## src/ufs_ram.sv

```systemverilog
// ----------------------------------------------------------------------------
// ufs_ram
// simple dual-port memory, one write and one registered read per cycle
// ----------------------------------------------------------------------------
module ufs_ram #(
	parameter int WIDTH = 8,
	parameter int DEPTH = 16
) (
	input  logic                     clk,
	input  logic                     we,
	input  logic [$clog2(DEPTH)-1:0] waddr,
	input  logic [WIDTH-1:0]         wdata,
	input  logic [$clog2(DEPTH)-1:0] raddr,
	output logic [WIDTH-1:0]         rdata
);
	logic [WIDTH-1:0] mem [DEPTH];

	always_ff @(posedge clk) begin
		if (we) begin
			mem[waddr] <= wdata;
		end
		rdata <= mem[raddr];
	end
endmodule

```

## config.mk

```make
export PLATFORM = sky130hd
export DESIGN_NAME = ufs_ram
export DESIGN_NICKNAME = d
export VERILOG_FILES = /design/src/ufs_ram.sv
export SDC_FILE = /design/constraint.sdc
export NUM_CORES = 1
export LEC_CHECK = 0
export BUFFER_PORTS_ARGS = -buffer_cell sky130_fd_sc_hd__buf_2
export CORE_MARGIN = 1.5
export CORE_UTILIZATION = 25
export DETAILED_ROUTE_END_ITERATION = 10
export GPL_TIMING_DRIVEN = 0
export HOLD_SLACK_MARGIN = 0.12
export MAX_ROUTING_LAYER = met4
export PLACE_DENSITY = 0.39
export SLEW_MARGIN = 40
export SYNTH_ARGS = -nofsm -noshare
export SYNTH_HDL_FRONTEND = slang
export SYNTH_SLANG_ARGS = --single-unit
```

## constraint.sdc

```tcl
create_clock -name clk -period 2.9 [get_ports clk]
set_input_delay 0.29 -clock clk [delete_from_list [all_inputs] [get_ports clk]]
set_output_delay 0.29 -clock clk [all_outputs]
set_load 0.01 [all_outputs]
```

==> summary.txt, run 1 <==
Outcome
  – Status: complete, no violations

Floorplanning
  – Initial cell density of the core: 0.254
  – Die area: 21500 µm²
  – Top-Level Pins: 26
  – Die X: 146 µm
  – CORE AREA: 20200 µm²
  – # rows: 52
  – Die H: between 100 and 150 µm

Global route
  – Pin count of the biggest net entering global routing: 17
  – Overall routing resource usage: 0.118
  – Initial antenna violation count: 0
  – Grt ovf: 0
  – Vias in the first global route: 2348
  – Global-route wire length before repair: roughly 17 mm

Setup path
  – Critical Path AT: 1.84 ns
  – Worst reg-to-reg path cell count: 3
  – Stages on the worst setup path: 3
  – WS Path Type: reg -> reg
  – FF-to-FF setup slack: ~1.3 ns
  – Crit path cell chain: mux4_1 -> a22oi_1 -> nand2_1
  – Kind of capture point of the worst setup path: flip-flop
  – Worst-path maximum fanout: 1
  – Slowest CP cell: mux4_1
  – Worst path max stage delay: about 0.54 ns
  – Top delay family on crit path: multiplexers
  – WP data required: 3.17 ns
  – CP startpoint kind: flip-flop
  – CP Buf/Inv Count: 0

Synth
  – Synthesized cell area: ~5000 µm²
  – Main combinational cell family by area after synthesis: multiplexers
  – Main area contributors after synthesis: edfxtp_1, mux4_2, mux4_1
  – Synth unique cells: 19
  – Net Count, Synth: 247
  – Mux share of post-synthesis cell area: 0.150
  – Simple-gate area share of the yosys netlist: 0.0318
  – Compound-Gate Fraction of Synth Area: 0.0233
  – Synth Register Bits: 136
  – Seq/Total Area, Yosys: 0.778
  – Post-Synth XOR/XNOR Area: 0
  – Share of the synthesized area in the top cell type: 0.747
  – Post-synth top area cell: edfxtp_1
  – Adder-Cell Fraction of Synth Area: 0
  – Synth warn: 0
  – Syn Area/Cell: 22.5 µm²
  – Syn Inst Count: 229

Clock network
  – Clk sinks: about 140
  – Clk root buf: clkbuf_16
  – CTS tree: built
  – CTS hold repair buffers: 0
  – Latest clock arrival within the worst-skew pair: between 0.4 and 0.5 ns
  – H-tree depth: 4
  – CTS buffer count: 17
  – Clock Tree Buf Depth: 2
  – Clk slew on worst S/H paths: 0.06 ns
  – Setup Fix Bufs, Post-CTS: 0
  – PostCTS Resize Cnt: 0

Final layout
  – Layout cells sized above 1: 0.355
  – Fin nets: 292
  – Area growth syn-to-layout: 21.9%

Job
  – Number of max-cap violations: 0

Place
  – Final HPWL DP: 7.51 mm
  – GPL Wtd Cong: 0.724
  – Port bufs: 24

Timing
  – Final hold viol count: 0
  – Slew Limit Headroom: 0.478
  – RSZ-0062 raised after global routing: no
  – Fmax: 0.639 GHz
  – Final period util: 0.539
  – Min Tclk post-route: 1.56 ns
  – Max Transition Viols Final: 0
  – Clock Skews: about 0.0076 ns
  – Setup tns final: 0 ns
  – Slew @ Worst Pin: 0.779 ns
  – Finish-stage setup viols: 0

Detailed routing
  – Antenna-violating nets left: 0
  – Vias: approximately 2.3k
  – Routed vias/inst: 4.18
  – Per-cell routed wire length: 20.6 µm
  – Initial DRC count: 116
  – Drc violations: 0
  – Detailed Routing Iterations Pass 1: 4
  – Post-Route WL: 11.5 mm

Pwr
  – Peak VDD IR: 0.377 mV
  – Final total power: ~4.6 mW
  – PD cells: 736 nW/µm²
  – Static Leak: 2.03 nW

Hold path
  – Hold Path Cell Cnt: 1
  – Hold Path Class: in -> reg
state kept, by name, indices dropped and copies added, names as in the netlist:
register	cells
mem	128
rdata	8
metal layers:
layer  GRT usage  vias up  wire length, µm
met5           -        -                0
met4      0.0348        0              101
met3      0.0375        9              385
met2       0.165       46             5290
met1       0.163     1214             5720
li1            -     1066                -
area by class of cell:
type                            instances  area [µm²]
Antenna cell                            1        2.50
Buffer                                 10        86.3
Clock buffer                           18         429
Clock inverter                         14         174
Fill cell                            1933       14000
Multi-Input combinational cell         83        1110
Sequential cell                       136        4000
Tap cell                              270         338
Timing Repair Buffer                   26         135
through the flow:
stage	instance area (µm²)	hold slack (ns)	utilization	cells	setup WS [ns]
after floorplan	5150	0.389	-	229	1.12
after global placement	5610	0.655	0.277	523	0.424
after detailed placement	5670	0.658	0.280	525	0.887
after CTS	6270	0.265	0.310	557	1.33
after global routing	6270	0.277	0.310	557	1.28
final	6280	0.282	0.310	558	1.34
synthesized netlist by cell type:
cell / number
buf_6: 3
buf_4: 1
dfxtp_1: 8
nand2b_1: 2
or3b_2: 1
mux4_1: 14
clkdlybuf4s25_2: 3
nor2b_1: 1
and2b_1: 1
a22oi_1: 16
edfxtp_1: 128
nand2_1: 9
mux4_2: 18
buf_2: 3
nor3_1: 4
and2_1: 1
nor2_1: 13
nand3b_1: 2
nand3_1: 1
worst register-to-register path: stages, from the launching register on:
cell and delay (ns):
edfxtp_1 0.35, mux4_1 0.54, a22oi_1 0.38, nand2_1 0.15
power breakdown:
group / total (mW) / leakage, nW / switching (mW) / internal (mW)
registers: 2.21 / 1.22 / 0.00963 / 2.20
logic: 0.229 / 0.528 / 0.140 / 0.0886
clock network: 2.18 / 0.283 / 0.824 / 1.36
cells by family after synthesis:
family | after synthesis
flops | 136
simple gates | 35
mux | 32
compound gates | 16
buf+inv | 10
final timing paths:
kind / end / from
worst min-delay path: mem[7][5] / wdata[5]
worst min register to register: rdata[1] / mem[15][1]
worst max-delay path: rdata[2] / mem[1][2]
worst max register to register: rdata[2] / mem[1][2]
cell usage in the layout, fill, tap and decap left out, drive strengths merged, types with 2 or more instances in the layout:
master,instances
nor2,13
a22oi,16
edfxtp,128
bufinv,3
inv,2
clkinv,5
mux4,32
nand3b,2
nand2b,2
clkinvlp,4
buf,33
nand2,9
nor3,4
clkbuf,18
dfxtp,8
clkdlybuf4s25,3
Note: power is estimated with default switching activity, not from simulation.
==> run 2: changes to the inputs <==
Settings changed: PLACE_DENSITY 0.39 to 0.41.
Clock period 2.9 ns to 1.25 ns, I/O delays scaled along.
==> run 2 against run 1 <==
Effect of this change:
- the run now ends with negative setup slack left
- non-clock buffer count rose by 3
- via count up 3.0%
- clock skew is 0.0031 ns lower
- critical endpoint is now rdata[1]
==> summary.txt, run 2 (synthesis results as in run 1) <==
Hold path
  – Hold Path Class: in -> reg

Detailed routing
  – Initial DRC count: 200 (+72%)
  – Post-Route WL: 11.3 mm (-1.8%)
  – Detailed Routing Iterations Pass 1: 4 (unchanged)
  – Antenna-violating nets left: 0 (unchanged)
  – Vias: 2405 (+3.0%)
  – DRT met1 WL: 5.20 mm (-9.0%)
  – Routed vias/inst: 4.29 (+2.6%)
  – Per-cell routed wire length: 20.2 µm (-2.2%)
  – Metal2 WL: 5.43 mm (+2.7%)
  – Max layer used: met4
  – Metal3 WL: 558 µm (+45%)
  – Drc violations: 0 (unchanged)

Final layout
  – # diodes: 0 (-1)
  – # fillers: 1959 (+1.3%)
  – Largest register FFs: 128 (unchanged)
  – Biggest register: mem
  – Commonest non-fill, non-tap cell in the layout: edfxtp_1
  – Area growth syn-to-layout: 22.6%
  – Most frequent cells in the layout: edfxtp_1, buf_2, mux4_2, clkbuf_16, nor2_2
  – Finished Layout Cells: 560 (+0.36%)
  – Storage element area: 4000 µm² (unchanged)
  – Biggest regs: mem (128), rdata (8)
  – Layout cells sized above 1: 0.376 (+0.0205)
  – Fin nets: 295 (+1.0%)
  – Design area: 6310 µm² (+0.52%)
  – Area of the multi-input gates: 1140 µm² (+2.7%)

Setup path
  – WP data required: 1.54 ns (-1.63 ns)
  – Critical Path AT: 1.67 ns (-0.17 ns)
  – Crit path cell chain: mux4_2 -> a22oi_2 -> nand2_1
  – Worst-path maximum fanout: 1 (unchanged)
  – Worst path max stage delay: 0.50 ns (-0.04 ns)
  – WS Path Type: reg -> reg
  – Kind of capture point of the worst setup path: flip-flop
  – Top delay family on crit path: multiplexers
  – CP startpoint kind: flip-flop
  – Slowest CP cell: mux4_2
  – CP Buf/Inv Count: 0 (unchanged)

Pwr
  – Static Leak: 2.03 nW (-0.21%)
  – Final total power: 10.5 mW (+130%)
  – PD cells: 1670 nW/µm² (+130%)
  – Peak VDD IR: 0.901 mV (+140%)

Timing
  – Min Tclk post-route: 1.37 ns (-0.189 ns)
  – Final period util: 1.10 (+0.560)
  – Max Transition Viols Final: 0 (unchanged)
  – Slew Limit Headroom: 0.435 (-0.0432)
  – RSZ-0062 raised after global routing: yes
  – Final setup margin: -0.125 ns (-1.46 ns)
  – Fmax: 0.727 GHz (+14%)
  – Setup tns final: -0.660 ns (-0.660 ns)
  – Clock Skews: 0.00453 ns (-0.00308 ns)
  – Final hold viol count: 0 (unchanged)
  – Finish-stage setup viols: 8 (+8)
  – Slew @ Worst Pin: 0.845 ns (+0.0659 ns)
  – Hold Slack: 0.139 ns (-0.144 ns)

Floorplanning
  – Die X: 146 µm (unchanged)
  – Die area: 21500 µm² (unchanged)
  – Initial cell density of the core: 0.254 (unchanged)
  – Die H: 146 µm (unchanged)
  – CORE AREA: 20200 µm² (unchanged)
  – Top-Level Pins: 26 (unchanged)
  – # rows: 52 (unchanged)

Global route
  – Grt ovf: 0 (unchanged)
  – Vias in the first global route: 2489 (+6.0%)
  – Global-route wire length before repair: 16.5 mm (-0.29%)
  – Overall routing resource usage: 0.116 (-0.00159)
  – Initial antenna violation count: 0 (unchanged)
  – Pin count of the biggest net entering global routing: 17 (unchanged)

Clock network
  – Clock Tree Buf Depth: 2 (unchanged)
  – Clk sinks: 136 (unchanged)
  – Latest clock arrival within the worst-skew pair: 0.41 ns (about the same)
  – Clk root buf: clkbuf_16
  – Setup Fix Bufs, Post-CTS: 0 (unchanged)
  – Clk slew on worst S/H paths: 0.06 ns (about the same)
  – CTS tree: built
  – CTS buffer count: 17 (unchanged)
  – H-tree depth: 4 (unchanged)

Outcome
  – Failing checks: negative setup slack
  – Status: complete, but fails checks

Place
  – Dpl cell area: 5670 µm² (about the same)
  – Port bufs: 24 (unchanged)
  – Final HPWL DP: 7.27 mm (-3.1%)
  – GPL Wtd Cong: 0.704 (-2.7%)
  – Inst Count DP: 524 (-0.19%)

Job
  – Number of max-cap violations: 0 (unchanged)
[run 2: changes by cell type in the layout (fill, tap and decap cells not counted), moves of 3 or more]
cell | previous run | this run
clkbuf_1 | 1 | 4
a22oi_2 | 0 | 8
a22oi_1 | 16 | 8
clkinvlp_4 | 4 | 1
mux4_1 | 14 | 8
mux4_2 | 18 | 24
clkinv_2 | 2 | 5
dlygate4sd3_1 | 0 | 4
clkinv_4 | 3 | 0
[run 2: stage by stage]
stage,utilization,worst slack [ns]
after detailed placement,0.280,-0.443
after floorplan,-,-0.0115
after CTS,0.311,-0.125
after global placement,0.279,-0.728
after global routing,0.312,-0.172
final,0.312,-0.125
[run 2: power by group]
part           switching (mW)  internal [mW]  total [mW]
sequential             0.0228           5.10        5.12
combinational           0.333          0.227       0.561
clock                    1.77           3.10        4.87
total                    2.12           8.43        10.5
[run 2: repair_timing]
item,CTS,global route
endpoints found under the hold margin,44,0
hold buffers,4,0
endpoints found under the setup margin,14,8
pin swaps,6,0
gates resized for setup,13,2
[run 2: path summary, 6_finish.rpt]
path	start	endpoint	slack (ns)	cells past startpoint
max	mem[11][1]	rdata[1]	-0.12	3
min	wdata[7]	mem[2][7]	0.14	1
max reg2reg	mem[11][1]	rdata[1]	-0.12	3
min reg2reg	mem[15][2]	rdata[2]	0.67	3
[run 2: layer usage]
metal | track usage | up-vias
met5 | - | -
met4 | 0.0273 | 0
met3 | 0.0397 | 9
met2 | 0.173 | 53
met1 | 0.153 | 1279
li1 | - | 1064
[run 2: final cells by class]
type | instances | area share
sequential | 136 | 0.635
multi-input combinational | 83 | 0.180
clock buffer | 21 | 0.0698
tap | 270 | 0.0536
timing repair buffer | 29 | 0.0262
clock inverter | 11 | 0.0206
buffer | 10 | 0.0149
[run 2: worst reg2reg max path, delay by kind of cell (launching register included)]
kind / cells / cell delay (ns)
DFF: 1 / 0.36
muxes: 1 / 0.50
AOI/OAI and AO/OA: 1 / 0.29
and+or+nand+nor: 1 / 0.11
